**config.mk**
```make
export PLATFORM = sky130hd
export DESIGN_NAME = rgb_keyframe_color_fader_top
export DESIGN_NICKNAME = d
export VERILOG_FILES = /design/src/rtl/rkcf_pkg.sv /design/src/rtl/rkcf_ctrl.sv /design/src/rtl/rkcf_dp.sv /design/src/rtl/rgb_keyframe_color_fader_top.sv
export SDC_FILE = /design/constraint.sdc
export NUM_CORES = 2
export LEC_CHECK = 0
export BUFFER_PORTS_ARGS = -buffer_cell sky130_fd_sc_hd__buf_2
export CAP_MARGIN = 15
export CELL_PAD_IN_SITES_DETAIL_PLACEMENT = 2
export CELL_PAD_IN_SITES_GLOBAL_PLACEMENT = 2
export CORE_MARGIN = 10
export CORE_UTILIZATION = 46
export CTS_CLUSTER_DIAMETER = 200
export DETAILED_ROUTE_END_ITERATION = 10
export GPL_ROUTABILITY_DRIVEN = 1
export PLACE_DENSITY = 0.95
export SLEW_MARGIN = 20
export SYNTH_ARGS = -nofsm -noshare
export SYNTH_HDL_FRONTEND = slang
export SYNTH_SLANG_ARGS = --single-unit
```
**constraint.sdc**
```tcl
create_clock -name clk -period 13.1 [get_ports clk]
set_clock_uncertainty 0.05 [all_clocks]
set_input_delay 1.965 -clock clk [delete_from_list [all_inputs] [get_ports clk]]
set_output_delay 1.965 -clock clk [all_outputs]
set_load 0.01 [all_outputs]
```
**src/rtl/rkcf_pkg.sv**
```systemverilog
// Shared constants, types and reset values for the keyframe color fader.
`timescale 1ns / 1ps

package rkcf_pkg;

	localparam int KEYFRAME_COUNT = 6;
	localparam int KEY_REGS       = 6;
	localparam int SEG_W          = 3;
	localparam int STEP_W         = 12;
	localparam int CH_W           = 8;
	localparam int COLOR_W        = 32;
	localparam int LANES          = 4;
	localparam int CFG_IDX_W      = 3;
	localparam int MAG_W          = CH_W + STEP_W;
	localparam int DIV_STEPS      = CH_W;
	localparam int DIV_CNT_W      = $clog2(DIV_STEPS);

	localparam logic [STEP_W-1:0] STEPS_RESET = 12'd500;

	localparam logic [CFG_IDX_W-1:0] REG_STEPS = 3'd0;
	localparam logic [CFG_IDX_W-1:0] REG_KEY0  = 3'd1;

	localparam logic [COLOR_W-1:0] KEY_RESET [KEY_REGS] = '{
		32'hFF0000FF,
		32'h0000FF00,
		32'hFFFF0000,
		32'h000000FF,
		32'hFF00FF00,
		32'h00FF0000
	};

	typedef enum logic [2:0] {
		ST_IDLE,
		ST_READ,
		ST_MUL,
		ST_DIV,
		ST_FIN
	} state_t;

	typedef struct packed {
		logic take;
		logic rd;
		logic mul;
		logic div;
		logic load_out;
	} ctrl_cmd_t;

endpackage

```
**src/rtl/rkcf_ctrl.sv**
```systemverilog
// Sequencing state machine for the fader: accept, read, multiply, divide, output.
`timescale 1ns / 1ps

module rkcf_ctrl (
	input  logic              clk,
	input  logic              arst_n,
	input  logic              in_valid,
	output logic              in_stall,
	output logic              out_valid,
	input  logic              out_stall,
	output rkcf_pkg::ctrl_cmd_t cmd
);
	import rkcf_pkg::*;

	localparam logic [DIV_CNT_W-1:0] CNT_LAST = DIV_CNT_W'(DIV_STEPS - 1);

	state_t               state_q;
	state_t               state_nxt;
	logic [DIV_CNT_W-1:0] cnt_q;
	logic                 out_valid_q;

	always_ff @(posedge clk or negedge arst_n) begin
		if (!arst_n) begin
			state_q     <= ST_IDLE;
			cnt_q       <= '0;
			out_valid_q <= 1'b0;
		end else begin
			state_q <= state_nxt;
			if (cmd.mul) begin
				cnt_q <= '0;
			end else if (cmd.div) begin
				cnt_q <= cnt_q + 1'b1;
			end
			if (cmd.load_out) begin
				out_valid_q <= 1'b1;
			end else if (!out_stall) begin
				out_valid_q <= 1'b0;
			end
		end
	end

	always_comb begin
		state_nxt = state_q;
		cmd       = '0;
		unique case (state_q)
			ST_IDLE: begin
				if (in_valid) begin
					cmd.take  = 1'b1;
					state_nxt = ST_READ;
				end
			end
			ST_READ: begin
				cmd.rd    = 1'b1;
				state_nxt = ST_MUL;
			end
			ST_MUL: begin
				cmd.mul   = 1'b1;
				state_nxt = ST_DIV;
			end
			ST_DIV: begin
				cmd.div = 1'b1;
				if (cnt_q == CNT_LAST) begin
					state_nxt = ST_FIN;
				end
			end
			ST_FIN: begin
				// The output register is free, or its transaction completes this cycle.
				if (!out_valid_q || !out_stall) begin
					cmd.load_out = 1'b1;
					state_nxt    = ST_IDLE;
				end
			end
			default: begin
				state_nxt = ST_IDLE;
			end
		endcase
	end

	assign in_stall  = (state_q != ST_IDLE);
	assign out_valid = out_valid_q;

endmodule

```
**src/rtl/rkcf_dp.sv**
```systemverilog
// Fader datapath: configuration storage, segment state, four channel lanes with serial divide.
`timescale 1ns / 1ps

module rkcf_dp (
	input  logic                            clk,
	input  logic                            arst_n,
	input  logic                            cfg_we,
	input  logic [rkcf_pkg::CFG_IDX_W-1:0]  cfg_index,
	input  logic [rkcf_pkg::COLOR_W-1:0]    cfg_data,
	input  logic                            restart,
	input  rkcf_pkg::ctrl_cmd_t             cmd,
	output logic [rkcf_pkg::CH_W-1:0]       alpha_level,
	output logic [rkcf_pkg::CH_W-1:0]       red_level,
	output logic [rkcf_pkg::CH_W-1:0]       green_level,
	output logic [rkcf_pkg::CH_W-1:0]       blue_level,
	output logic [rkcf_pkg::SEG_W-1:0]      segment_now,
	output logic                            segment_done
);
	import rkcf_pkg::*;

	// Configuration storage.
	logic [STEP_W-1:0]  steps_q;
	logic [COLOR_W-1:0] key_mem [KEY_REGS];
	logic [KEY_REGS-1:0] key_vld_q;
	logic                key_wr;
	logic [SEG_W-1:0]    key_addr;

	// Fade position.
	logic [SEG_W-1:0]  seg_q;
	logic [STEP_W-1:0] step_q;

	// Per-transaction working registers.
	logic [SEG_W-1:0]   cur_seg_q;
	logic [SEG_W-1:0]   nxt_seg_q;
	logic [STEP_W-1:0]  k_q;
	logic               done_q;
	logic [COLOR_W-1:0] from_q;
	logic [COLOR_W-1:0] to_q;
	logic               up_q  [LANES];
	logic [STEP_W-1:0]  rem_q [LANES];
	logic [CH_W-1:0]    quo_q [LANES];

	logic [CH_W-1:0]    level_q [LANES];
	logic [SEG_W-1:0]   seg_out_q;
	logic               done_out_q;

	// Tick decode.
	logic [STEP_W-1:0] t_eff;
	logic [STEP_W-1:0] step_eff;
	logic [SEG_W-1:0]  seg_raw;
	logic [SEG_W-1:0]  seg_sel;
	logic [SEG_W-1:0]  nxt_sel;
	logic [STEP_W:0]   k_inc;
	logic [STEP_W-1:0] k_sel;
	logic              done_sel;

	// Lane arithmetic.
	logic [CH_W-1:0]   lane_f    [LANES];
	logic [CH_W-1:0]   lane_e    [LANES];
	logic              lane_up   [LANES];
	logic [CH_W-1:0]   lane_diff [LANES];
	logic [MAG_W-1:0]  lane_mag  [LANES];
	logic [MAG_W-1:0]  lane_dvd  [LANES];
	logic [STEP_W:0]   lane_trial [LANES];
	logic              lane_ge   [LANES];
	logic [STEP_W:0]   lane_sub  [LANES];
	logic [CH_W-1:0]   lane_res  [LANES];

	assign t_eff    = (steps_q == '0) ? STEP_W'(1) : steps_q;
	assign key_wr   = cfg_we && (cfg_index >= REG_KEY0)
		&& (cfg_index < CFG_IDX_W'(REG_KEY0 + KEY_REGS));
	assign key_addr = SEG_W'(cfg_index - REG_KEY0);

	always_ff @(posedge clk or negedge arst_n) begin
		if (!arst_n) begin
			steps_q   <= STEPS_RESET;
			key_vld_q <= '0;
		end else if (cfg_we) begin
			if (cfg_index == REG_STEPS) begin
				steps_q <= cfg_data[STEP_W-1:0];
			end else if (key_wr) begin
				key_vld_q[key_addr] <= 1'b1;
			end
		end
	end

	always_ff @(posedge clk) begin
		if (key_wr) begin
			key_mem[key_addr] <= cfg_data;
		end
	end

	// A keyframe never written reads as its reset color.
	always_ff @(posedge clk) begin
		if (cmd.rd) begin
			from_q <= key_vld_q[cur_seg_q] ? key_mem[cur_seg_q] : KEY_RESET[cur_seg_q];
			to_q   <= key_vld_q[nxt_seg_q] ? key_mem[nxt_seg_q] : KEY_RESET[nxt_seg_q];
		end
	end

	always_comb begin
		step_eff = restart ? '0 : step_q;
		seg_raw  = restart ? '0 : seg_q;
		seg_sel  = (seg_raw >= SEG_W'(KEYFRAME_COUNT)) ? '0 : seg_raw;
		nxt_sel  = (seg_sel == SEG_W'(KEYFRAME_COUNT - 1)) ? '0 : seg_sel + 1'b1;
		k_inc    = {1'b0, step_eff} + 1'b1;
		k_sel    = (k_inc > {1'b0, t_eff}) ? t_eff : k_inc[STEP_W-1:0];
		done_sel = (k_sel == t_eff);
	end

	always_ff @(posedge clk or negedge arst_n) begin
		if (!arst_n) begin
			seg_q  <= '0;
			step_q <= '0;
		end else if (cmd.take) begin
			seg_q  <= done_sel ? nxt_sel : seg_sel;
			step_q <= done_sel ? '0 : k_sel;
		end
	end

	always_ff @(posedge clk) begin
		if (cmd.take) begin
			cur_seg_q <= seg_sel;
			nxt_seg_q <= nxt_sel;
			k_q       <= k_sel;
			done_q    <= done_sel;
		end
	end

	// Descending fades divide (mag + t - 1) to round toward minus infinity.
	// Every quotient fits in one byte because k never exceeds t.
	always_comb begin
		for (int i = 0; i < LANES; i++) begin
			lane_f[i]    = from_q[CH_W*(LANES-1-i) +: CH_W];
			lane_e[i]    = to_q[CH_W*(LANES-1-i) +: CH_W];
			lane_up[i]   = (lane_e[i] >= lane_f[i]);
			lane_diff[i] = lane_up[i] ? (lane_e[i] - lane_f[i]) : (lane_f[i] - lane_e[i]);
			lane_mag[i]  = {{STEP_W{1'b0}}, lane_diff[i]} * {{CH_W{1'b0}}, k_q};
			lane_dvd[i]  = lane_up[i] ? lane_mag[i]
				: (lane_mag[i] + {{CH_W{1'b0}}, t_eff} - MAG_W'(1));
			lane_trial[i] = {rem_q[i], quo_q[i][CH_W-1]};
			lane_ge[i]    = (lane_trial[i] >= {1'b0, t_eff});
			lane_sub[i]   = lane_trial[i] - {1'b0, t_eff};
			lane_res[i]   = up_q[i] ? (lane_f[i] + quo_q[i]) : (lane_f[i] - quo_q[i]);
		end
	end

	always_ff @(posedge clk) begin
		for (int i = 0; i < LANES; i++) begin
			if (cmd.mul) begin
				up_q[i]  <= lane_up[i];
				rem_q[i] <= lane_dvd[i][MAG_W-1:CH_W];
				quo_q[i] <= lane_dvd[i][CH_W-1:0];
			end else if (cmd.div) begin
				rem_q[i] <= lane_ge[i] ? lane_sub[i][STEP_W-1:0] : lane_trial[i][STEP_W-1:0];
				quo_q[i] <= {quo_q[i][CH_W-2:0], lane_ge[i]};
			end
		end
	end

	always_ff @(posedge clk) begin
		if (cmd.load_out) begin
			for (int i = 0; i < LANES; i++) begin
				level_q[i] <= lane_res[i];
			end
			seg_out_q  <= cur_seg_q;
			done_out_q <= done_q;
		end
	end

	assign alpha_level  = level_q[0];
	assign red_level    = level_q[1];
	assign green_level  = level_q[2];
	assign blue_level   = level_q[3];
	assign segment_now  = seg_out_q;
	assign segment_done = done_out_q;

endmodule

```
**src/rtl/rgb_keyframe_color_fader_top.sv**
```systemverilog
// Top level of the keyframe color fader: controller plus datapath.
`timescale 1ns / 1ps

// Each input transaction is one fade tick and yields one output transaction with
// the four interpolated ARGB channels, the segment index and a segment-done flag.
// A tick goes through these steps from acceptance until its result is loaded into
// the output register: accept and update the fade position, read the two
// keyframes, multiply, eight restoring divide steps (one quotient bit per
// cycle in each of four parallel channel lanes) and load the result. A new
// tick is accepted as soon as the previous result is loaded, even while that
// result still waits to be taken.
// Configuration writes must happen only while the block is idle.
module rgb_keyframe_color_fader_top (
	input  logic                           clk,
	input  logic                           arst_n,
	input  logic                           cfg_we,
	input  logic [rkcf_pkg::CFG_IDX_W-1:0] cfg_index,
	input  logic [rkcf_pkg::COLOR_W-1:0]   cfg_data,
	input  logic                           in_valid,
	output logic                           in_stall,
	input  logic                           restart,
	output logic                           out_valid,
	input  logic                           out_stall,
	output logic [rkcf_pkg::CH_W-1:0]      alpha_level,
	output logic [rkcf_pkg::CH_W-1:0]      red_level,
	output logic [rkcf_pkg::CH_W-1:0]      green_level,
	output logic [rkcf_pkg::CH_W-1:0]      blue_level,
	output logic [rkcf_pkg::SEG_W-1:0]     segment_now,
	output logic                           segment_done
);
	import rkcf_pkg::*;

	ctrl_cmd_t cmd;

	rkcf_ctrl u_ctrl (
		.clk       (clk),
		.arst_n    (arst_n),
		.in_valid  (in_valid),
		.in_stall  (in_stall),
		.out_valid (out_valid),
		.out_stall (out_stall),
		.cmd       (cmd)
	);

	rkcf_dp u_dp (
		.clk          (clk),
		.arst_n       (arst_n),
		.cfg_we       (cfg_we),
		.cfg_index    (cfg_index),
		.cfg_data     (cfg_data),
		.restart      (restart),
		.cmd          (cmd),
		.alpha_level  (alpha_level),
		.red_level    (red_level),
		.green_level  (green_level),
		.blue_level   (blue_level),
		.segment_now  (segment_now),
		.segment_done (segment_done)
	);

endmodule

```
==> flow_summary.yaml <==
min_path:
  min_path_cells: 0
  worst_hold_startpoint: "u_dp.done_q"
  min_to: "u_dp.segment_done"
  hp-class: "reg2reg"
timing:
  rsz0062_at_grt: "false"
  finalHoldViolations: 0
  worst_slew_pin_slew_ns: 1.261
  layout_min_cycle_time_ns: 12.70
  setup_tns_ns: 0
  setup_ws_ns: 0.3980
  min_period_over_period: 0.9696
  setup-violations-final: 0
  slew_headroom: 0.1578
  slew_viol_final: 0
  max_freq_mhz: 78.73
logic_synthesis:
  synth.avg_cell_area_sq_um: 9.810
  synth_warnings: 0
  synth_most_common_cell: "inv_1"
  ys.flop_type: "edfxtp_1"
  ys_seq_elements: 441
  async_reset_ff_frac: 0.09070
  synth_area_sq_mm: 0.04326
  synth_edf_count: 395
  synth_area_leaders: "edfxtp_1 (27%), ha_1 (13%), fa_1 (12%), inv_1 (5.6%), xnor2_1 (3.8%)"
  syn_nets: 5146
  synth_cell_types: 87
  synthCells: 4410
  yosysTopAreaCellShare: 0.2742
  synth_largest_area_cell: "edfxtp_1"
  synth_common_cells: "inv_1 (649), ha_1 (435), edfxtp_1 (395)"
  ys_seq_area_frac: 0.3003
worst_setup_path:
  arrival_ns: 13.11
  path_max_fanout: 31
  r2r_start: "u_dp.lane_e[0]"
  crit_required_ns: 13.51
  cpPeakStageDelay_ns: 0.78
  criticalPathCategory: "reg2reg"
  ff2ff_path_depth: 41
  critPathCaptureType: "register"
  cp-start-kind: "register"
  rr_endpoint: "u_dp.rem_q[1][21]"
  ff2ff_setup_slack_ns: 0.40
  cp_slowest_cell: "a311oi_1"
floorplan:
  die_area_sq_mm: 0.1067
  ioPinCount: 79
  start_util: 0.4635
  rows: 112
  core_region_area_sq_mm: 0.09333
  die_y_um: 326.7
  die_w_um: 326.7
run_status:
  status: "completed"
global_routing:
  met2_usage: 0.6512
  grt_util_met1: 0.4693
  grt_pass1_vias: 44370
  grt_max_degree: 65
  grtUsageTotal: 0.3989
  grt_overflow_total: 0
  grt_pass1_wl_mm: 321.1
  use_met3: 0.08253
  grt.busiest_layer: "met2"
  antenna_found_initial: 13
place:
  place.gp.congestion: 0.8639
  placed_area_sq_mm: 0.04524
  place_ws_ns: 1.479
  place_hpwl_mm: 132.8
  io_buffers: 78
routing:
  drt_iter0_drc: 5400
  viasPerCell: 6.983
  drc_errors: 0
  firstDrtPassIters: 6
  routedWlPerCell_um: 38.69
  drt-total-wl_mm: 222.0
  via_count: 40070
  ant_nets: 0
clocking:
  clkTransAtPathRegs_ns: 0.09
  cts.sinks: 441
  cts_setup_buffers: 0
  cts_buffers: 49
  worstSkewPairLatency_ns: 0.73
  root_buffer: "clkbuf_16"
  h-tree-depth: 2
  ctsLongestPathBuffers: 3
  cts_tree: "built"
finish:
  layout-drive-gt1-share: 0.08817
  n_fill_cell: 9567
  area.growth.synth_to_final_pct: 8.581
  multi_input_area_sq_mm: 0.02731
  postLayoutCellArea_sq_mm: 0.04697
  layout.nets: 5176
  final_util: 0.5033
  seqCellArea_sq_mm: 0.01300
job:
  max_cap_violations: 0
flip-flops by register name (all words and copies together), names as in the netlist, named ones only:
signal,flops
u_dp.key_mem,192
u_dp.rem_q,48
u_dp.from_q,32
u_dp.lane_e,32
u_dp.level_q,32
u_dp.quo_q,32
u_dp.k_q,12
u_dp.step_q,12
u_dp.steps_q,12
u_dp.key_vld_q,6
u_dp.up_q,4
u_ctrl.cnt_q,3
u_ctrl.state_q,3
u_dp.cur_seg_q,3
u_dp.nxt_seg_q,3
u_dp.seg_q,3
u_dp.segment_now,3
u_ctrl.out_valid,1
u_dp.done_q,1
u_dp.segment_done,1
cell families (layout without fill, tap and decap cells):
logic type	after synthesis	count (layout)	share of synthesized area
AO/OA/AOI/OAI	829	829	0.1205
XOR/XNOR	260	260	0.05429
adder cells (fa/ha/maj)	695	695	0.2461
buffers and inverters	830	900	0.07219
flip-flops	441	441	0.3003
multiplexers	245	245	0.07687
other	0	5	0
AND/OR/NAND/NOR	1110	1110	0.1298
metrics by stage:
step	instances	hold WS (ns)
final	5739	0.4953
after global routing	5734	0.4700
after CTS	5734	0.4719
after detailed placement	5643	0.4436
after global placement	5643	0.4032
after floorplan	4410	0.3503
worst max-delay path, delay by kind of cell (launching register included):
kind	cells	cell delay, ns
and+or+nand+nor	5	1.09
xor gates and xnor gates	3	1.00
muxes	1	0.35
buffers and inverters	7	1.20
adders and majority gates	9	3.98
AOI/OAI and AO/OA	16	4.38
DFF	1	0.42
layout by cell type (no fill, tap or decap), drive strengths merged, types with 10 or more instances in the layout:
master  netlist  final
a211o        11     11
a211oi       65     65
a21boi       10     10
a21o         52     52
a21oi       205    205
a31oi        31     31
and2        158    158
and3         19     19
buf          27    149
clkbuf      143     56
clkinv        1     20
dfrtp        34     34
edfxtp      395    395
fa          260    260
ha          435    435
inv         659    661
mux2         38     38
mux2i       141    141
mux4         66     66
nand2       296    296
nand2b       44     44
nand3        53     53
nand4        21     21
nor2        192    192
nor2b       188    188
nor3         77     77
nor3b        10     10
o211ai       26     26
o21a         27     27
o21ai       255    255
o21bai       46     46
or3          18     18
xnor2       187    187
xor2         68     68
worst max-delay path by stage:
stage	from	end	slack, ns
floorplan	u_dp.lane_e[0]	u_dp.rem_q[1][20]	4.24
global placement	u_dp.lane_e[0]	u_dp.rem_q[1][23]	2.84
detailed placement	u_dp.lane_e[0]	u_dp.rem_q[1][23]	1.48
CTS	u_dp.lane_e[0]	u_dp.rem_q[1][21]	0.76
global route	u_dp.lane_e[0]	u_dp.rem_q[1][21]	0.08
finish	u_dp.lane_e[0]	u_dp.rem_q[1][21]	0.40
metal layers:
| layer | share of wire | vias up |
|---|---|---|
| met5 | 0.00041 | - |
| met4 | 0.085 | 12 |
| met3 | 0.099 | 1206 |
| met2 | 0.46 | 3266 |
| met1 | 0.36 | 20410 |
| li1 | - | 15180 |
what timing repair did:
item | in CTS | in global routing
endpoints found under the setup margin | 0 | 3
hold buffers | 0 | 0
resized for setup | 0 | 2
final cells by class:
class,count,share of cell area
Sequential cell,441,0.2768
Multi-Input combinational cell,3139,0.5814
Tap cell,1254,0.03340
Antenna cell,5,0.0002664
Clock buffer,56,0.02709
Timing Repair Buffer,149,0.01966
Clock inverter,35,0.008710
Inverter,660,0.05277
Power is left out: the tool's default activity adds up to more than one toggle a clock period on the data nets, which glitch-free logic cannot reach.
